## config.mk

```make
export PLATFORM = sky130hd
export DESIGN_NAME = bpe_mul
export DESIGN_NICKNAME = d
export VERILOG_FILES = /design/src/rtl/bpe_pkg.sv /design/src/rtl/bpe_mul.sv
export SDC_FILE = /design/constraint.sdc
export NUM_CORES = 2
export LEC_CHECK = 0
export BUFFER_PORTS_ARGS = -buffer_cell sky130_fd_sc_hd__buf_2
export CAP_MARGIN = 0
export CORE_ASPECT_RATIO = 0.8
export CORE_MARGIN = 1
export CORE_UTILIZATION = 50
export DETAILED_ROUTE_END_ITERATION = 12
export GPL_ROUTABILITY_DRIVEN = 0
export GPL_TIMING_DRIVEN = 0
export PLACE_DENSITY = 0.67
export SKIP_CTS_REPAIR_TIMING = 1
export SYNTH_ARGS = -nofsm -noshare
export SYNTH_HDL_FRONTEND = slang
export SYNTH_SLANG_ARGS = --single-unit
```

## constraint.sdc

```tcl
create_clock -name clock -period 9.8 [get_ports clock]
set_clock_uncertainty 0.1 [all_clocks]
set_input_delay 0.49 -clock clock [delete_from_list [all_inputs] [get_ports clock]]
set_output_delay 0.49 -clock clock [all_outputs]
set_load 0.03 [all_outputs]
```

## src/rtl/bpe_pkg.sv

```systemverilog
// Shared types, constants and helper functions of the Bezier point evaluator.
package bpe_pkg;

   localparam int MAX_POINTS_DEF = 16;
   localparam int MAX_POINTS_LIM = 16;

   localparam int COORD_W  = 32;
   localparam int T_W      = 17;
   localparam int KIND_W   = 2;
   localparam int STATUS_W = 3;
   localparam int MUL_W    = 33;
   localparam int PROD_W   = 2 * MUL_W;
   localparam int ACC_W    = 64;
   localparam int WEIGHT_W = 32;

   localparam int BINOM_W     = 13;
   localparam int BINOM_IDX_W = 4;

   localparam int REQ_DATA_W = ((3 * COORD_W + T_W + 7) / 8) * 8;
   localparam int RSP_DATA_W = ((3 * COORD_W + 7) / 8) * 8;

   localparam logic [T_W-1:0] Q_ONE = T_W'(65536);

   localparam logic [KIND_W-1:0] KIND_APPEND = 2'd0;
   localparam logic [KIND_W-1:0] KIND_EVAL   = 2'd1;
   localparam int                KIND_CLEAR_BIT = 1;

   localparam logic [STATUS_W-1:0] ST_EVALUATED = 3'd0;
   localparam logic [STATUS_W-1:0] ST_STORED    = 3'd1;
   localparam logic [STATUS_W-1:0] ST_FULL      = 3'd2;
   localparam logic [STATUS_W-1:0] ST_CLEARED   = 3'd3;
   localparam logic [STATUS_W-1:0] ST_EMPTY     = 3'd4;

   typedef struct packed {
      logic signed [COORD_W-1:0] z;
      logic signed [COORD_W-1:0] y;
      logic signed [COORD_W-1:0] x;
   } point_type;

   typedef struct packed {
      logic [KIND_W-1:0] kind;
      point_type         pt;
      logic [T_W-1:0]    t;
   } req_item_type;

   typedef struct packed {
      point_type           pt;
      logic [STATUS_W-1:0] status;
   } rsp_item_type;

   typedef enum logic [3:0] {
      S_IDLE,
      S_CMD,
      S_PRE,
      S_AB,
      S_W,
      S_TP,
      S_X,
      S_Y,
      S_Z,
      S_LAST,
      S_OUT
   } bpe_state_type;

   typedef logic [MAX_POINTS_LIM-1:0][MAX_POINTS_LIM-1:0][BINOM_W-1:0] binom_tab_type;

   // Pascal triangle, rows 0..15
   function automatic binom_tab_type make_binom();
      binom_tab_type tab;
      tab = '0;
      for (int r = 0; r < MAX_POINTS_LIM; r++) begin
         tab[r][0] = BINOM_W'(1);
         for (int c = 1; c <= r; c++) begin
            tab[r][c] = tab[r-1][c-1] + ((c < r) ? tab[r-1][c] : BINOM_W'(0));
         end
      end
      return tab;
   endfunction

   localparam binom_tab_type BINOM_TAB = make_binom();

   function automatic logic signed [MUL_W-1:0] zext_op(input logic [WEIGHT_W-1:0] v);
      return $signed({1'b0, v});
   endfunction

   function automatic logic signed [MUL_W-1:0] sext_op(input logic signed [COORD_W-1:0] v);
      return $signed({v[COORD_W-1], v});
   endfunction

   // Floor to Q16.16 and clamp to the signed 32-bit range.
   function automatic logic signed [COORD_W-1:0] sat_q16(input logic signed [ACC_W-1:0] acc);
      logic signed [ACC_W-17:0] q;
      q = acc[ACC_W-1:16];
      if (q > $signed((ACC_W-16)'(64'h7FFF_FFFF))) begin
         return 32'sh7FFF_FFFF;
      end else if (q < -$signed((ACC_W-16)'(64'h8000_0000))) begin
         return 32'sh8000_0000;
      end else begin
         return q[COORD_W-1:0];
      end
   endfunction

endpackage

```

## src/rtl/bpe_mul.sv

```systemverilog
// Shared signed 33x33 multiplier with a registered product.
module bpe_mul (
   input  logic                              clock,
   input  logic signed [bpe_pkg::MUL_W-1:0]  op_a,
   input  logic signed [bpe_pkg::MUL_W-1:0]  op_b,
   output logic signed [bpe_pkg::PROD_W-1:0] prod
);
   import bpe_pkg::*;

   logic signed [PROD_W-1:0] prod_ff;
   logic signed [PROD_W-1:0] prod_in;

   assign prod_in = op_a * op_b;

   always_ff @(posedge clock) begin
      prod_ff <= prod_in;
   end

   assign prod = prod_ff;
endmodule

```

==> metrics.txt <==
area of the multi-input gates=approximately 34000 sq um; Area Growth Syn to Fin=5.61%; synthesized cell area=40400 sq um; leading cell type in the layout, fill and taps excluded=fa_1; Fmax=~0.1 GHz; H-tree level count=3; clk sinks=66; total gr overflow=0; post-synth cell types=61; HPWL after detailed placement=122000 microns; fillcell total=between 7000 and 8000; Slew @ Worst Pin=1.39 ns; CP cell instances=buf_2 > inv_1 > clkbuf_1 > clkbuf_1 > nor2_1 > fa_1 > fa_1 > fa_1 > fa_1 > fa_1 > fa_1 > fa_1 > fa_1 > ha_1 > clkbuf_1 > and4_1 > and2_0 > a311oi_1 > nor4_1 > o21a_1 > a211oi_2 > o21ai_1 > o41ai_2 > xnor2_1; die height=between 200 and 300 microns; syn_area_per_cell=around 9.4 sq um; Layout Nets=between 5000 and 6000; CP Launch Type=input pin; most frequent cells in the layout=1144 x fa_1, 1133 x inv_1, 562 x and2_1; period utilization=99.1%; post-synth top area share=around 57%; Reg clk slew, reported paths=about 0.06 ns; Avg WL per Cell=between 20 and 30 microns; largest net degree at the start of global routing=27; cell at the root of the clock tree=clkbuf_16; Ports=between 100 and 150; final core occ=between 50 and 60%; top post-synthesis cells by area=fa_1 57%, inv_1 11%, and2_1 8.7%, ha_1 6.7%, nand2_1 5.0%; Post-Syn Instances=4302; Largest register FFs=66; Iteration-0 DRC Markers=3468; core area=79300 sq um; Final Hold Fails=0; Synth area leader=fa_1; Seq cells post-synth=66; Finished Layout Cells=5499; Avg Vias per Cell=roughly 5.6; Final min period=between 9 and 10 ns; Critical Path Max Stage Delay=a little over 1 ns; Slew Limit Fails=0; status=finished, final reports clean; vias=a little over 30000; Final ANT Viol Nets=0; first drt pass iteration count=8; Seq/Total Area, Yosys=about 3.3%; CP arrival=between 9 and 10 ns; initial antenna violation count=12; max-cap violation count=0; GRT Overall Usage=37.0%; first-pass GRT wire length=216000 microns; max_slew headroom=slightly above 7%; worst-path fanout max=10; Worst EP required=between 9 and 10 ns; Worst Hold Class=in -> reg; synth warn=0; ys flop type=dfxtp_1; RSZ-0062 raised after global routing=false; IO buf count=132; Die X=between 300 and 400 microns; CP most frequent cell=fa_1; num rows=a little over 90; DRT Wirelength=~150000 microns; Setup crit end kind=flop; share of cells above drive strength 1=under 10%; final count of negative-setup-slack endpoints=0; slowest stage cell, crit path=clkbuf_1; full die area=81900 sq um; Initial Util=just over 50%; vias in the first global route=around 32000; TritonCTS clock tree=done; Post-synth EDFFs=0; Max clock buf depth=2; async set-or-reset flop fraction in the synthesized netlist=0%; Syn Nets=~5700; cts bufs inserted=9; placed cells=5468; Register Area=about 1300 sq um; final routed DRC violation total=0; crit path kind=in -> reg
## cell usage after synthesis, types with 7 or more instances
cell,n
xor2_1,20
a21o_1,28
o21bai_1,8
dfxtp_1,66
o21ai_0,37
xnor2_1,55
and3_1,7
a31oi_1,9
and2_1,562
clkbuf_1,220
nor3_1,7
ha_1,217
and4_1,7
nand2b_1,9
nand4_1,9
inv_1,1133
o211ai_1,7
o21a_1,7
nor2_1,47
nand3_1,18
fa_1,1145
nand2_1,543
a21oi_1,73
## final cells by class
type                       count  share of cell area (%)
timing repair buffer         132                    1.55
clock buffer                  10                   0.537
tap                         1034                    3.03
buffer                       221                    1.96
clock inverter                 6                  0.0969
antenna                       15                  0.0880
multi-input combinational   2882                    79.7
sequential                    66                    3.10
inverter                    1133                    9.98
## routing by layer
metal / GRT usage, % / share of wire, %
met2: 46.9 / 37
met5: 5.56 / 0.58
met1: 49.6 / 38
met4: 13.1 / 4.4
met3: 23.8 / 20
## metrics by stage
step / cell area (sq um) / setup slack, ns / TNS [ns] / hold WS, ns
finish: 42600 / 0.0834 / 0 / 0.372
detailed placement: 42300 / -0.325 / -1.11 / 0.735
global route: 42600 / 0.0101 / 0 / 0.363
CTS: 42600 / -0.0189 / -0.0189 / 0.347
floorplan: 40400 / 1.99 / 0 / 0.517
global placement: 42300 / -0.315 / -0.953 / 0.735
## cell families after synthesis
group / share of synthesized area (%)
xor gates and xnor gates: 1.63
and+or+nand+nor: 15.4
AOI/OAI and AO/OA: 3.60
buffers and inverters: 12.6
DFF: 3.27
adders and majority gates: 63.5
## critical path: cells and delay by family
kind	cells	cell delay, ns
AND/OR/NAND/NOR	4	0.74
buffers and inverters	5	2.34
XOR/XNOR	1	0.21
AO/OA/AOI/OAI	5	1.46
adder cells (fa/ha/maj)	9	4.62
## final timing paths
kind	from	to	slack (ns)	depth (start not counted)
min	op_a[0]	prod[0]	0.37	2
max	op_b[32]	prod[59]	0.08	24
Power is left out: the tool's default activity adds up to more than one toggle a clock period on the data nets, which glitch-free logic cannot reach.
