--- src/rtl/bpe_pkg.sv ---
// Shared types, constants and helper functions of the Bezier point evaluator.
package bpe_pkg;

   localparam int MAX_POINTS_DEF = 16;
   localparam int MAX_POINTS_LIM = 16;

   localparam int COORD_W  = 32;
   localparam int T_W      = 17;
   localparam int KIND_W   = 2;
   localparam int STATUS_W = 3;
   localparam int MUL_W    = 33;
   localparam int PROD_W   = 2 * MUL_W;
   localparam int ACC_W    = 64;
   localparam int WEIGHT_W = 32;

   localparam int BINOM_W     = 13;
   localparam int BINOM_IDX_W = 4;

   localparam int REQ_DATA_W = ((3 * COORD_W + T_W + 7) / 8) * 8;
   localparam int RSP_DATA_W = ((3 * COORD_W + 7) / 8) * 8;

   localparam logic [T_W-1:0] Q_ONE = T_W'(65536);

   localparam logic [KIND_W-1:0] KIND_APPEND = 2'd0;
   localparam logic [KIND_W-1:0] KIND_EVAL   = 2'd1;
   localparam int                KIND_CLEAR_BIT = 1;

   localparam logic [STATUS_W-1:0] ST_EVALUATED = 3'd0;
   localparam logic [STATUS_W-1:0] ST_STORED    = 3'd1;
   localparam logic [STATUS_W-1:0] ST_FULL      = 3'd2;
   localparam logic [STATUS_W-1:0] ST_CLEARED   = 3'd3;
   localparam logic [STATUS_W-1:0] ST_EMPTY     = 3'd4;

   typedef struct packed {
      logic signed [COORD_W-1:0] z;
      logic signed [COORD_W-1:0] y;
      logic signed [COORD_W-1:0] x;
   } point_type;

   typedef struct packed {
      logic [KIND_W-1:0] kind;
      point_type         pt;
      logic [T_W-1:0]    t;
   } req_item_type;

   typedef struct packed {
      point_type           pt;
      logic [STATUS_W-1:0] status;
   } rsp_item_type;

   typedef enum logic [3:0] {
      S_IDLE,
      S_CMD,
      S_PRE,
      S_AB,
      S_W,
      S_TP,
      S_X,
      S_Y,
      S_Z,
      S_LAST,
      S_OUT
   } bpe_state_type;

   typedef logic [MAX_POINTS_LIM-1:0][MAX_POINTS_LIM-1:0][BINOM_W-1:0] binom_tab_type;

   // Pascal triangle, rows 0..15
   function automatic binom_tab_type make_binom();
      binom_tab_type tab;
      tab = '0;
      for (int r = 0; r < MAX_POINTS_LIM; r++) begin
         tab[r][0] = BINOM_W'(1);
         for (int c = 1; c <= r; c++) begin
            tab[r][c] = tab[r-1][c-1] + ((c < r) ? tab[r-1][c] : BINOM_W'(0));
         end
      end
      return tab;
   endfunction

   localparam binom_tab_type BINOM_TAB = make_binom();

   function automatic logic signed [MUL_W-1:0] zext_op(input logic [WEIGHT_W-1:0] v);
      return $signed({1'b0, v});
   endfunction

   function automatic logic signed [MUL_W-1:0] sext_op(input logic signed [COORD_W-1:0] v);
      return $signed({v[COORD_W-1], v});
   endfunction

   // Floor to Q16.16 and clamp to the signed 32-bit range.
   function automatic logic signed [COORD_W-1:0] sat_q16(input logic signed [ACC_W-1:0] acc);
      logic signed [ACC_W-17:0] q;
      q = acc[ACC_W-1:16];
      if (q > $signed((ACC_W-16)'(64'h7FFF_FFFF))) begin
         return 32'sh7FFF_FFFF;
      end else if (q < -$signed((ACC_W-16)'(64'h8000_0000))) begin
         return 32'sh8000_0000;
      end else begin
         return q[COORD_W-1:0];
      end
   endfunction

endpackage

--- src/rtl/bpe_store.sv ---
// Control point store: one write port, one registered read port.
module bpe_store #(
   parameter int MAX_POINTS = bpe_pkg::MAX_POINTS_DEF,
   parameter int IDX_W      = (MAX_POINTS > 1) ? $clog2(MAX_POINTS) : 1
) (
   input  logic                clock,
   input  logic                wr_en,
   input  logic [IDX_W-1:0]    wr_addr,
   input  bpe_pkg::point_type  wr_data,
   input  logic [IDX_W-1:0]    rd_addr,
   output bpe_pkg::point_type  rd_data
);
   import bpe_pkg::*;

   point_type mem_ff [MAX_POINTS];
   point_type rd_data_ff;

   // the point index holds from S_AB through S_Z, so the data lands in time for S_X
   always_ff @(posedge clock) begin
      if (wr_en) begin
         mem_ff[wr_addr] <= wr_data;
      end
      rd_data_ff <= mem_ff[rd_addr];
   end

   assign rd_data = rd_data_ff;
endmodule

--- config.mk ---
export PLATFORM = sky130hd
export DESIGN_NAME = bpe_store
export DESIGN_NICKNAME = d
export VERILOG_FILES = /design/src/rtl/bpe_pkg.sv /design/src/rtl/bpe_store.sv
export SDC_FILE = /design/constraint.sdc
export NUM_CORES = 1
export LEC_CHECK = 0
export BUFFER_PORTS_ARGS = -buffer_cell sky130_fd_sc_hd__buf_4
export CAP_MARGIN = 5
export CORE_ASPECT_RATIO = 0.7
export CORE_UTILIZATION = 60
export DETAILED_ROUTE_END_ITERATION = 7
export PLACE_DENSITY_LB_ADDON = 0.2
export SLEW_MARGIN = 10
export SYNTH_ARGS = -nofsm -noshare
export SYNTH_HDL_FRONTEND = slang
export SYNTH_SLANG_ARGS = --single-unit
export TNS_END_PERCENT = 5
--- constraint.sdc ---
create_clock -name clock -period 10.9 [get_ports clock]
set_input_delay 0.545 -clock clock [delete_from_list [all_inputs] [get_ports clock]]
set_output_delay 0.545 -clock clock [all_outputs]
set_load 0.01 [all_outputs]
==> impl_metrics.xml <==
<?xml version="1.0" encoding="UTF-8"?>
<metrics>
  <group name="outcome">
    <metric name="status" unit="">complete, no violations</metric>
  </group>
  <group name="yosys">
    <metric name="synthSimpleGateAreaFrac" unit="%">0.8305</metric>
    <metric name="area_leader_netlist" unit="">sky130_fd_sc_hd__edfxtp_1</metric>
    <metric name="ys_async_sr_fraction" unit="%">0</metric>
    <metric name="seq_area_frac_synth" unit="%">80.95</metric>
    <metric name="post_synth_num_cell_types" unit="">18</metric>
    <metric name="yosys.area_share.adder" unit="%">0</metric>
    <metric name="synth.area.mux_share" unit="%">14.57</metric>
    <metric name="synthesized_net_count" unit="">2566</metric>
    <metric name="avgSynthCellArea" unit="sq um">24.13</metric>
    <metric name="synth.cells.most_frequent" unit="">sky130_fd_sc_hd__edfxtp_1, sky130_fd_sc_hd__mux4_2, sky130_fd_sc_hd__a22oi_1</metric>
    <metric name="combinational_family_with_the_most_area_after_synthesis" unit="">multiplexers</metric>
    <metric name="synth_seq_cells" unit="">1632</metric>
    <metric name="synth.cell_area" unit="sq mm">0.05936</metric>
    <metric name="synth-compound-area-share" unit="%">2.428</metric>
    <metric name="yosysWarningCount" unit="">0</metric>
    <metric name="post_synth_inst_count" unit="">2460</metric>
    <metric name="synthDominantCellAreaShare" unit="%">77.71</metric>
    <metric name="synth_top_cells_by_area" unit="">sky130_fd_sc_hd__edfxtp_1, sky130_fd_sc_hd__mux4_2, sky130_fd_sc_hd__dfxtp_1</metric>
    <metric name="synthMostInstantiatedCell" unit="">sky130_fd_sc_hd__edfxtp_1</metric>
    <metric name="area_share_of_xor_xnor_cells_in_the_synthesized_design" unit="%">0</metric>
    <metric name="synth-edff-count" unit="">1536</metric>
    <metric name="synth_top_flop_cell" unit="">sky130_fd_sc_hd__edfxtp_1</metric>
  </group>
  <group name="min_path">
    <metric name="min-delay-start" unit="">wr_data[92]</metric>
    <metric name="worstHoldPathCells" unit="">1</metric>
    <metric name="worst_hold_path.endpoint" unit="">mem_ff[2][92]</metric>
    <metric name="worstHoldPathType" unit="">primary input to flop</metric>
  </group>
  <group name="sta">
    <metric name="setup_slack" unit="ns">7.892</metric>
    <metric name="grt_setup_unrepaired" unit="">false</metric>
    <metric name="fin_setup_tns" unit="ns">0</metric>
    <metric name="timing.final.setup_violations" unit="">0</metric>
    <metric name="maxClockFrequency" unit="GHz">0.3324</metric>
    <metric name="worstMarginPinSlew" unit="ns">1.231</metric>
    <metric name="final_hold_viols" unit="">0</metric>
    <metric name="layout_worst_path_cycle_share" unit="%">27.60</metric>
    <metric name="timing_max_transition_violations_final" unit="">0</metric>
    <metric name="worst_clock_skew" unit="ns">0.01545</metric>
    <metric name="finalWorstPathRequiredPeriod" unit="ns">3.008</metric>
    <metric name="slew_headroom" unit="%">17.74</metric>
  </group>
  <group name="global_routing">
    <metric name="grt_max_degree" unit="">172</metric>
    <metric name="overflow" unit="">0</metric>
    <metric name="groute.layer.met3.usage" unit="%">4.397</metric>
    <metric name="grt_pass1_wl" unit="microns">182900</metric>
    <metric name="grt_use_total" unit="%">25.59</metric>
    <metric name="globalRouteMet1Util" unit="%">36.50</metric>
    <metric name="grtUsageMet2" unit="%">41.36</metric>
    <metric name="grt_antenna_before_repair" unit="">7</metric>
    <metric name="grt.busiest_layer" unit="">met2</metric>
    <metric name="first_global_vias" unit="">27500</metric>
  </group>
  <group name="routing">
    <metric name="detail-route-antenna-nets" unit="">0</metric>
    <metric name="total_routed_wirelength" unit="microns">125200</metric>
    <metric name="detail_route.first_pass.iterations" unit="">5</metric>
    <metric name="routed-via-count" unit="">26600</metric>
    <metric name="drt_drc_violations_left" unit="">0</metric>
    <metric name="vias_per_cell" unit="">6.390</metric>
    <metric name="routed_wire_length_per_instance" unit="microns">30.07</metric>
    <metric name="initialDrtViolationCount" unit="">2955</metric>
  </group>
  <group name="clocking">
    <metric name="cts_tree" unit="">yes</metric>
    <metric name="cts_hold_buffers" unit="">0</metric>
    <metric name="cts-resized-gates" unit="">0</metric>
    <metric name="cts.clk_slew.worst_paths" unit="ns">0.07</metric>
    <metric name="htreeDepth" unit="">4</metric>
    <metric name="ctsRootBufferMaster" unit="">sky130_fd_sc_hd__clkbuf_16</metric>
    <metric name="clock_path_buffers" unit="">3</metric>
    <metric name="cts_sinks" unit="">1632</metric>
    <metric name="tritoncts.num_buffers" unit="">144</metric>
    <metric name="clk-insertion-delay-late" unit="ns">0.75</metric>
    <metric name="cts.repair_timing.setup_buffer_count" unit="">0</metric>
  </group>
  <group name="die">
    <metric name="design.core.area" unit="sq mm">0.09801</metric>
    <metric name="fp.dieArea" unit="sq mm">0.1002</metric>
    <metric name="rows" unit="">96</metric>
    <metric name="start_util" unit="%">60.56</metric>
    <metric name="die_width" unit="microns">377.9</metric>
    <metric name="floorplan.die.height" unit="microns">265.2</metric>
    <metric name="io_pins" unit="">202</metric>
  </group>
  <group name="critical_path">
    <metric name="crit_start" unit="">wr_addr[2]</metric>
    <metric name="worst-endpoint-arrival" unit="ns">3.40</metric>
    <metric name="endpoint_type_of_the_worst_setup_path" unit="">flop</metric>
    <metric name="r2r_setup_slk" unit="ns">9.42</metric>
    <metric name="highest_net_fanout_along_the_worst_path" unit="">53</metric>
    <metric name="r2r-start" unit="">mem_ff[8][33]</metric>
    <metric name="category_of_the_critical_setup_timing_path" unit="">primary input to flop</metric>
    <metric name="worst_r2r_endpoint" unit="">rd_data[33]</metric>
    <metric name="critical_path_required" unit="ns">11.29</metric>
    <metric name="start_kind" unit="">primary input</metric>
    <metric name="r2r.worst_path.cells" unit="">3</metric>
  </group>
  <group name="placed_design">
    <metric name="post-place-cells" unit="">3896</metric>
    <metric name="place.gp.congestion" unit="">0.7235</metric>
    <metric name="hpwl" unit="microns">57760</metric>
    <metric name="detailedPlace.worstSlack" unit="ns">7.108</metric>
    <metric name="io_buffer_count" unit="">201</metric>
  </group>
  <group name="layout">
    <metric name="post_route_cells_drive_above_1_share" unit="%">29.63</metric>
    <metric name="multi_input_comb_area" unit="sq mm">0.01072</metric>
    <metric name="number_of_filler_instances_in_the_final_layout" unit="">5956</metric>
    <metric name="ff_latch_area" unit="sq mm">0.04805</metric>
    <metric name="stdcell_count" unit="">4163</metric>
    <metric name="area_growth" unit="%">13.05</metric>
    <metric name="nNetsFinal" unit="">2825</metric>
  </group>
  <group name="power_and_ir_drop">
    <metric name="total_leakage_power" unit="nW">21.48</metric>
    <metric name="power_report.internal_total" unit="W">0.01022</metric>
    <metric name="power_frac_clock" unit="%">39.8</metric>
    <metric name="power.switching_fraction" unit="%">20.10</metric>
    <metric name="sequentialPowerShare" unit="%">55.3</metric>
    <metric name="comb_power_share" unit="%">4.9</metric>
    <metric name="ir_worst_vdd" unit="uV">143.3</metric>
    <metric name="pwr_density_cell" unit="mW/mm^2">190.6</metric>
    <metric name="p_switching" unit="W">0.002572</metric>
  </group>
  <group name="flow_run">
    <metric name="cap_violations" unit="">0</metric>
  </group>
</metrics>
cell families (layout without fill, tap and decap cells):
kind of cell    count (synthesis)  after routing
buf+inv                       129            504
mux                           384            384
other cells                     0              5
simple gates                  123            123
compound gates                192            192
flops                        1632           1632
metal layers:
| layer | up-vias | wire [microns] |
|---|---|---|
| met1 | 14310 | 50430 |
| met3 | 188 | 8796 |
| met5 | - | 32 |
| met2 | 1054 | 63310 |
| met4 | 6 | 2628 |
| li1 | 11050 | - |
power groups by stage:
stage                     registers (W)  logic [W]  clock network (W)
after floorplan                 0.00721   0.000335                  0
after global placement          0.00719   0.000617                  0
after detailed placement        0.00720   0.000632                  0
after CTS                       0.00707   0.000636            0.00517
after global routing            0.00708   0.000673            0.00540
final                           0.00707   0.000627            0.00510
state kept, by name, summed over array words and instances, names as in the netlist:
register,flops
mem_ff,1536
rd_data,96
through the flow:
stage	cell area [sq um]	hold WS, ns	util [%]	power (W)
after floorplan	59360	0.6349	-	0.007546
after CTS	67090	0.03426	68.45	0.01288
final	67100	0.08319	68.46	0.01279
after global routing	67100	0.06185	68.46	0.01314
after detailed placement	62380	0.6535	63.64	0.007836
after global placement	62380	0.6494	63.64	0.007812
worst max path at each step:
stage,to,cells past startpoint
2_1_floorplan,mem_ff[0][0],2
3_3_place_gp,mem_ff[11][63],5
3_5_place_dp,mem_ff[11][66],5
4_1_cts,mem_ff[11][65],5
5_1_grt,mem_ff[11][16],5
6_report,mem_ff[11][16],5
cells in the final DEF (no fill, tap or decap):
master,instances
sky130_fd_sc_hd__a22oi_1,192
sky130_fd_sc_hd__inv_6,6
sky130_fd_sc_hd__diode_2,5
sky130_fd_sc_hd__buf_8,2
sky130_fd_sc_hd__clkinvlp_4,2
sky130_fd_sc_hd__nand2_1,97
sky130_fd_sc_hd__and2_4,1
sky130_fd_sc_hd__nand2b_1,2
sky130_fd_sc_hd__clkbuf_1,37
sky130_fd_sc_hd__dfxtp_1,96
sky130_fd_sc_hd__nand3_1,1
sky130_fd_sc_hd__buf_4,230
sky130_fd_sc_hd__or3b_2,1
sky130_fd_sc_hd__mux4_2,384
sky130_fd_sc_hd__clkbuf_16,151
sky130_fd_sc_hd__clkinv_1,32
sky130_fd_sc_hd__buf_12,10
sky130_fd_sc_hd__nand3b_1,2
sky130_fd_sc_hd__clkbuf_8,10
sky130_fd_sc_hd__clkinv_2,10
sky130_fd_sc_hd__edfxtp_1,1536
sky130_fd_sc_hd__bufinv_16,14
sky130_fd_sc_hd__nor2_4,13
sky130_fd_sc_hd__nor2b_4,2
sky130_fd_sc_hd__nor3_2,4
area by class of cell:
class / instances / share of cell area [%]
Sequential cell: 1632 / 71.60
Multi-Input combinational cell: 699 / 15.97
Timing Repair Buffer: 242 / 2.916
Clock buffer: 198 / 6.043
Antenna cell: 5 / 0.01865
Clock inverter: 64 / 0.9808
Tap cell: 1323 / 2.467
worst max-delay path, stage by stage:
cell and delay [ns]:
sky130_fd_sc_hd__buf_4 0.12, sky130_fd_sc_hd__nand3b_1 0.35, sky130_fd_sc_hd__nor2_4 0.74, sky130_fd_sc_hd__buf_4 1.00
sky130_fd_sc_hd__buf_4 0.58
(Power assumes the default switching activity.)
