===== src/rtl/bpe_pkg.sv =====
// Shared types, constants and helper functions of the Bezier point evaluator.
package bpe_pkg;

   localparam int MAX_POINTS_DEF = 16;
   localparam int MAX_POINTS_LIM = 16;

   localparam int COORD_W  = 32;
   localparam int T_W      = 17;
   localparam int KIND_W   = 2;
   localparam int STATUS_W = 3;
   localparam int MUL_W    = 33;
   localparam int PROD_W   = 2 * MUL_W;
   localparam int ACC_W    = 64;
   localparam int WEIGHT_W = 32;

   localparam int BINOM_W     = 13;
   localparam int BINOM_IDX_W = 4;

   localparam int REQ_DATA_W = ((3 * COORD_W + T_W + 7) / 8) * 8;
   localparam int RSP_DATA_W = ((3 * COORD_W + 7) / 8) * 8;

   localparam logic [T_W-1:0] Q_ONE = T_W'(65536);

   localparam logic [KIND_W-1:0] KIND_APPEND = 2'd0;
   localparam logic [KIND_W-1:0] KIND_EVAL   = 2'd1;
   localparam int                KIND_CLEAR_BIT = 1;

   localparam logic [STATUS_W-1:0] ST_EVALUATED = 3'd0;
   localparam logic [STATUS_W-1:0] ST_STORED    = 3'd1;
   localparam logic [STATUS_W-1:0] ST_FULL      = 3'd2;
   localparam logic [STATUS_W-1:0] ST_CLEARED   = 3'd3;
   localparam logic [STATUS_W-1:0] ST_EMPTY     = 3'd4;

   typedef struct packed {
      logic signed [COORD_W-1:0] z;
      logic signed [COORD_W-1:0] y;
      logic signed [COORD_W-1:0] x;
   } point_type;

   typedef struct packed {
      logic [KIND_W-1:0] kind;
      point_type         pt;
      logic [T_W-1:0]    t;
   } req_item_type;

   typedef struct packed {
      point_type           pt;
      logic [STATUS_W-1:0] status;
   } rsp_item_type;

   typedef enum logic [3:0] {
      S_IDLE,
      S_CMD,
      S_PRE,
      S_AB,
      S_W,
      S_TP,
      S_X,
      S_Y,
      S_Z,
      S_LAST,
      S_OUT
   } bpe_state_type;

   typedef logic [MAX_POINTS_LIM-1:0][MAX_POINTS_LIM-1:0][BINOM_W-1:0] binom_tab_type;

   // Pascal triangle, rows 0..15
   function automatic binom_tab_type make_binom();
      binom_tab_type tab;
      tab = '0;
      for (int r = 0; r < MAX_POINTS_LIM; r++) begin
         tab[r][0] = BINOM_W'(1);
         for (int c = 1; c <= r; c++) begin
            tab[r][c] = tab[r-1][c-1] + ((c < r) ? tab[r-1][c] : BINOM_W'(0));
         end
      end
      return tab;
   endfunction

   localparam binom_tab_type BINOM_TAB = make_binom();

   function automatic logic signed [MUL_W-1:0] zext_op(input logic [WEIGHT_W-1:0] v);
      return $signed({1'b0, v});
   endfunction

   function automatic logic signed [MUL_W-1:0] sext_op(input logic signed [COORD_W-1:0] v);
      return $signed({v[COORD_W-1], v});
   endfunction

   // Floor to Q16.16 and clamp to the signed 32-bit range.
   function automatic logic signed [COORD_W-1:0] sat_q16(input logic signed [ACC_W-1:0] acc);
      logic signed [ACC_W-17:0] q;
      q = acc[ACC_W-1:16];
      if (q > $signed((ACC_W-16)'(64'h7FFF_FFFF))) begin
         return 32'sh7FFF_FFFF;
      end else if (q < -$signed((ACC_W-16)'(64'h8000_0000))) begin
         return 32'sh8000_0000;
      end else begin
         return q[COORD_W-1:0];
      end
   endfunction

endpackage


===== src/rtl/bpe_ctrl.sv =====
// Sequencer: point count, power table, weights and accumulators.
module bpe_ctrl #(
   parameter int MAX_POINTS = bpe_pkg::MAX_POINTS_DEF,
   parameter int IDX_W      = (MAX_POINTS > 1) ? $clog2(MAX_POINTS) : 1,
   parameter int CNT_W      = $clog2(MAX_POINTS + 1)
) (
   input  logic                                clock,
   input  logic                                reset,
   input  logic                                item_valid,
   output logic                                item_ready,
   input  bpe_pkg::req_item_type               item,
   output logic                                res_valid,
   input  logic                                res_take,
   output bpe_pkg::rsp_item_type               res,
   output logic signed [bpe_pkg::MUL_W-1:0]    mul_a,
   output logic signed [bpe_pkg::MUL_W-1:0]    mul_b,
   input  logic signed [bpe_pkg::PROD_W-1:0]   mul_prod,
   output logic                                st_wr_en,
   output logic [IDX_W-1:0]                    st_wr_addr,
   output bpe_pkg::point_type                  st_wr_data,
   output logic [IDX_W-1:0]                    st_rd_addr,
   input  bpe_pkg::point_type                  st_rd_data
);
   import bpe_pkg::*;

   bpe_state_type state_ff, state_in;

   logic [KIND_W-1:0]        kind_ff;
   point_type                pt_ff;
   logic [T_W-1:0]           t_ff;
   logic [T_W-1:0]           u_val;
   logic [CNT_W-1:0]         cnt_ff;
   logic [IDX_W-1:0]         i_ff;
   logic [IDX_W-1:0]         k_ff;
   logic [IDX_W-1:0]         nm1;
   logic [T_W-1:0]           pow_u_ff [MAX_POINTS];
   logic [T_W-1:0]           tp_ff;
   logic [WEIGHT_W-1:0]      w_ff;
   logic signed [ACC_W-1:0]  acc_x_ff, acc_y_ff, acc_z_ff;
   logic [STATUS_W-1:0]      status_ff;
   logic [T_W-1:0]           prod_hi;
   logic signed [ACC_W-1:0]  prod_acc;
   logic [BINOM_W-1:0]       binom;
   logic                     accept;
   logic                     is_clear, is_append, is_full, is_empty;

   assign accept    = item_valid && item_ready;
   assign u_val     = Q_ONE - t_ff;
   assign nm1       = IDX_W'(cnt_ff - CNT_W'(1));
   assign prod_hi   = mul_prod[T_W+15:16];
   assign prod_acc  = mul_prod[ACC_W-1:0];
   assign binom     = BINOM_TAB[BINOM_IDX_W'(nm1)][BINOM_IDX_W'(i_ff)];
   assign is_clear  = kind_ff[KIND_CLEAR_BIT];
   assign is_append = (kind_ff == KIND_APPEND);
   assign is_full   = (cnt_ff == CNT_W'(MAX_POINTS));
   assign is_empty  = (cnt_ff == '0);

   // next state
   always_comb begin
      state_in = state_ff;
      unique case (state_ff)
         S_IDLE: begin
            if (accept) state_in = S_CMD;
         end
         S_CMD: begin
            if (is_clear || is_append || is_empty) begin
               state_in = S_OUT;
            end else if (cnt_ff == CNT_W'(1)) begin
               state_in = S_AB;
            end else begin
               state_in = S_PRE;
            end
         end
         S_PRE: begin
            if (k_ff == nm1) state_in = S_AB;
         end
         S_AB:   state_in = S_W;
         S_W:    state_in = S_TP;
         S_TP:   state_in = S_X;
         S_X:    state_in = S_Y;
         S_Y:    state_in = S_Z;
         S_Z: begin
            state_in = (i_ff == nm1) ? S_LAST : S_AB;
         end
         S_LAST: state_in = S_OUT;
         S_OUT: begin
            if (res_take) state_in = S_IDLE;
         end
         default: state_in = S_IDLE;
      endcase
   end

   // outputs and multiplier operand select
   always_comb begin
      item_ready = (state_ff == S_IDLE);
      res_valid  = (state_ff == S_OUT);
      st_wr_en   = (state_ff == S_CMD) && !is_clear && is_append && !is_full;
      st_wr_addr = IDX_W'(cnt_ff);
      st_wr_data = pt_ff;
      st_rd_addr = i_ff;
      mul_a      = '0;
      mul_b      = '0;
      unique case (state_ff)
         S_CMD: begin
            mul_a = zext_op(WEIGHT_W'(Q_ONE));
            mul_b = zext_op(WEIGHT_W'(u_val));
         end
         S_PRE: begin
            mul_a = zext_op(WEIGHT_W'(prod_hi));
            mul_b = zext_op(WEIGHT_W'(u_val));
         end
         S_AB: begin
            mul_a = zext_op(WEIGHT_W'(pow_u_ff[nm1 - i_ff]));
            mul_b = zext_op(WEIGHT_W'(tp_ff));
         end
         S_W: begin
            mul_a = zext_op(WEIGHT_W'(binom));
            mul_b = zext_op(WEIGHT_W'(prod_hi));
         end
         S_TP: begin
            mul_a = zext_op(WEIGHT_W'(tp_ff));
            mul_b = zext_op(WEIGHT_W'(t_ff));
         end
         S_X: begin
            mul_a = zext_op(w_ff);
            mul_b = sext_op(st_rd_data.x);
         end
         S_Y: begin
            mul_a = zext_op(w_ff);
            mul_b = sext_op(st_rd_data.y);
         end
         S_Z: begin
            mul_a = zext_op(w_ff);
            mul_b = sext_op(st_rd_data.z);
         end
         S_IDLE, S_LAST, S_OUT: begin
            mul_a = '0;
            mul_b = '0;
         end
         default: begin
            mul_a = '0;
            mul_b = '0;
         end
      endcase
   end

   always_ff @(posedge clock) begin
      if (reset) begin
         state_ff <= S_IDLE;
         cnt_ff   <= '0;
      end else begin
         state_ff <= state_in;
         if (state_ff == S_CMD) begin
            if (is_clear) begin
               cnt_ff <= '0;
            end else if (is_append && !is_full) begin
               cnt_ff <= cnt_ff + CNT_W'(1);
            end
         end
      end
   end

   always_ff @(posedge clock) begin
      unique case (state_ff)
         S_IDLE: begin
            if (accept) begin
               kind_ff <= item.kind;
               pt_ff   <= item.pt;
               t_ff    <= (item.t > Q_ONE) ? Q_ONE : item.t;
            end
         end
         S_CMD: begin
            acc_x_ff    <= '0;
            acc_y_ff    <= '0;
            acc_z_ff    <= '0;
            i_ff        <= '0;
            k_ff        <= IDX_W'(1);
            tp_ff       <= Q_ONE;
            pow_u_ff[0] <= Q_ONE;
            if (is_clear) begin
               status_ff <= ST_CLEARED;
            end else if (is_append) begin
               status_ff <= is_full ? ST_FULL : ST_STORED;
            end else begin
               status_ff <= is_empty ? ST_EMPTY : ST_EVALUATED;
            end
         end
         S_PRE: begin
            pow_u_ff[k_ff] <= prod_hi;
            k_ff           <= k_ff + IDX_W'(1);
         end
         S_AB: begin
            // the z product of the previous point lands here
            if (i_ff != '0) acc_z_ff <= acc_z_ff + prod_acc;
         end
         S_TP: begin
            w_ff <= mul_prod[WEIGHT_W-1:0];
         end
         S_X: begin
            tp_ff <= prod_hi;
         end
         S_Y: begin
            acc_x_ff <= acc_x_ff + prod_acc;
         end
         S_Z: begin
            acc_y_ff <= acc_y_ff + prod_acc;
            if (i_ff != nm1) i_ff <= i_ff + IDX_W'(1);
         end
         S_LAST: begin
            acc_z_ff <= acc_z_ff + prod_acc;
         end
         S_W, S_OUT: begin
         end
         default: begin
         end
      endcase
   end

   assign res.pt.x   = sat_q16(acc_x_ff);
   assign res.pt.y   = sat_q16(acc_y_ff);
   assign res.pt.z   = sat_q16(acc_z_ff);
   assign res.status = status_ff;
endmodule


===== config.mk =====
export PLATFORM = sky130hd
export DESIGN_NAME = bpe_ctrl
export DESIGN_NICKNAME = d
export VERILOG_FILES = /design/src/rtl/bpe_pkg.sv /design/src/rtl/bpe_ctrl.sv
export SDC_FILE = /design/constraint.sdc
export NUM_CORES = 1
export LEC_CHECK = 0
export BUFFER_PORTS_ARGS = -buffer_cell sky130_fd_sc_hd__buf_2
export CORE_ASPECT_RATIO = 1.1
export CORE_MARGIN = 3
export CORE_UTILIZATION = 59
export DETAILED_ROUTE_END_ITERATION = 7
export PLACE_DENSITY = 0.9
export RECOVER_POWER = 50
export SETUP_SLACK_MARGIN = 0.5
export SLEW_MARGIN = 0
export SYNTH_ARGS = -nofsm -noshare
export SYNTH_HDL_FRONTEND = slang
export SYNTH_SLANG_ARGS = --single-unit

===== constraint.sdc =====
create_clock -name clock -period 6.08 [get_ports clock]
set_input_delay 0.912 -clock clock [delete_from_list [all_inputs] [get_ports clock]]
set_output_delay 0.912 -clock clock [all_outputs]
set_load 0.05 [all_outputs]

==> results.cfg <==
[run_status]
status = complete, but fails checks
violations = capacitance limit, slew limit

[sta]
period_share = 0.934
skew_ns = 0.0491
tns_ns = 0
relSlewSlack = -1.37
timing.fmax_mhz = 176
hold_slack_ns = 0.452
slew_violations = 338
period_minus_slack_ns = 5.68
rsz0062_at_grt = false
tightest_slew_ns = 3.55
finalHoldViolCount = 0
setup_violations = 0

[drt]
dr.pass1.iters = 7
drt_iter0_drc = 5317
avgViaCountPerCell = 6.84
ant_nets = 0
routedWlPerCell_um = 28.5
vias = 33700
wl_um = 140000
drc = 0

[clock_tree]
cts_buffer_depth = 3
root_buffer = clkbuf_16
clkLatencyLatePin_ns = 0.65
cts_tree = yes
cts.sinks = 648
cts.reportedPaths.clkPinSlew_ns = 0.06
htree_levels = 3
cts_made_buffers = 69

[synth]
synth-edff-count = 639
syn-num-nets = 4018
ys_seq_area_frac = 0.499
ys_ff_latch = 648
avgSynthCellArea_sq_um = 11.0
synth_cell_type_count = 86
synth-warning-count = 0
synth-main-ff-cell = edfxtp_1
synth_async_sr_flop_share = 0
netlist_area_sq_mm = 0.0388
syn-instance-count = 3524

[global_routing]
grt_max_degree = 73
grt_overflow_total = 0
grt_pass1_wl_um = 203000
grt_pass1_vias = 31400
antenna_found_initial = 25
grt_usage = 0.397

[final_layout]
nNetsFinal = 4498
area_delta_synth_final_pct = 15.0
multi_input_area_sq_mm = 0.0184
utilization = 0.686
seqCellArea_sq_mm = 0.0194
layout-drive-gt1-share = 0.170
nFillCells = 4717

[power_and_ir_drop]
power.leakage_nw = 17.5
peakVddDrop_mv = 0.392
p_per_area_mw_per_mm2 = 513

[critical_path]
end_kind = primary output
crit_path_cell_trace = nor2b_1 > o21ai_1 > buf_4 > inv_1 > a21oi_1 > nand2_1 > o21ai_0 > nand3_1 > buf_2
cp_data_required_time_ns = 5.17
crit_path_start_kind = flip-flop
critical_path_class = reg2out
critPathSlowestCell = nor2b_1
critical_path_buf_inv_count = 3
critPathMaxStageDelay_ns = 1.61
critPathMaxFanout = 36
cpLargestDelayFamily = simple AND/OR/NAND/NOR gates
worstPathArrival_ns = 4.77

[floorplanning]
start_util = 0.596
dieArea_sq_mm = 0.0689
die_x_um = 251
fp.coreArea_sq_mm = 0.0651
floorplan.rows = 98
io_pins = 553
die_h_um = 275

[run]
max-cap-violations = 11

[place]
dp_hpwl_um = 102000
portBuffers = 549
gp_congestion = 1.05

[min_path]
hold_class = in2reg
## metrics by stage
step	std cells	power (W)	setup slack [ns]	area, sq um
floorplan	3524	0.0150	0.670	38800
global placement	4781	0.0179	1.31	42500
detailed placement	4781	0.0181	1.24	42500
CTS	4906	0.0226	0.588	44900
global route	4911	0.0238	0.258	44600
finish	4920	0.0229	0.402	44600
## placed cells by master (no fill, tap or decap), types with 28 or more instances in the layout
master,count
inv_1,92
xor2_1,87
a22oi_1,49
nor2b_1,45
nor2_1,317
buf_2,389
a21oi_1,271
o21bai_1,54
ha_1,207
clkbuf_1,180
nor3_1,61
edfxtp_1,639
clkbuf_16,69
a211oi_1,31
a31oi_1,28
a21o_1,211
a221oi_1,38
o21ai_0,185
buf_4,47
nand3_1,61
and3_1,55
nand2_1,207
mux4_2,70
and2_1,41
nand4_1,62
xnor2_1,100
## synthesized netlist by cell type (23+ instances only)
cell type	number	share of area
inv_1	92	0.0089
xnor2_1	103	0.023
edfxtp_1	639	0.49
clkbuf_1	177	0.017
a21o_1	211	0.041
a211oi_1	31	0.0060
nand2b_1	24	0.0039
nor3_1	64	0.0083
o21ai_0	185	0.024
nand3_1	62	0.0080
mux4_2	70	0.041
nor4_1	26	0.0042
ha_1	209	0.067
nand2_1	209	0.020
nand4_1	62	0.010
a31oi_1	28	0.0045
xor2_1	87	0.020
a21oi_1	273	0.035
and2_1	47	0.0076
o21a_1	23	0.0044
nor2_1	319	0.031
and3_1	55	0.0089
o21bai_1	54	0.010
a221oi_1	38	0.0086
o211ai_1	25	0.0048
a22oi_1	49	0.0095
nor2b_1	45	0.0073
## cells by family after synthesis
| logic type | Yosys count | synth area share |
|---|---|---|
| buffers and inverters | 300 | 0.0298 |
| xor gates and xnor gates | 190 | 0.0429 |
| muxes | 110 | 0.0517 |
| AOI/OAI and AO/OA | 1085 | 0.186 |
| other | 1 | 0.0000966 |
| DFF | 648 | 0.499 |
| and+or+nand+nor | 977 | 0.122 |
| adders and majority gates | 213 | 0.0694 |
## cell type report
class	instances	share of cell area
diodes	12	0.000673
clock buffers	79	0.0395
clock inverters	46	0.0131
inverters	96	0.00807
multi-input cells	2576	0.413
flip-flops and latches	648	0.434
well taps	850	0.0238
repair buffers	613	0.0678
## flip-flops by register name (all words and copies together) (netlist names), 5 cells and up
| name | count |
|---|---|
| cnt_ff | 5 |
| acc_x_ff | 64 |
| acc_y_ff | 64 |
| t_ff | 17 |
| tp_ff | 17 |
| w_ff | 32 |
| pow_u_ff | 272 |
| acc_z_ff | 64 |
| st_wr_data | 96 |
## report_power, final
part	internal, W	total (W)	switching [W]
registers	0.00613	0.00676	0.000634
logic	0.00372	0.0117	0.00796
clock network	0.00255	0.00444	0.00189
total	0.0124	0.0229	0.0105
## final timing paths
path | depth (start not counted) | end | from | slack [ns]
worst max-delay path | 9 | mul_b[2] | state_ff[1]$_SDFFE_PP0P_ | 0.40
worst min-delay path | 1 | st_wr_data[0]$_DFFE_PP_ | item[17] | 0.45
worst max register to register | 4 | acc_y_ff[52]$_SDFFCE_PN0P_ | state_ff[1]$_SDFFE_PP0P_ | 0.58
worst min register to register | 2 | cnt_ff[4]$_SDFFE_PP0P_ | cnt_ff[4]$_SDFFE_PP0P_ | 0.57
## what timing repair did
action	4_1_cts	5_1_grt
buffers inserted	0	2
gates resized for setup	0	9
hold buffers	0	0
setup endpoints to repair	0	6
## per-layer routing
metal  wire (um)  vias to the layer above  track usage  part of all wire
met1       51400                    15900        0.538              0.37
met4        8320                       30        0.192             0.059
met2       60200                     2692        0.594              0.43
met3       20200                      523        0.112              0.14
met5         195                        -            0            0.0014
li1            -                    14500            -                 -
(Power assumes the default switching activity.)
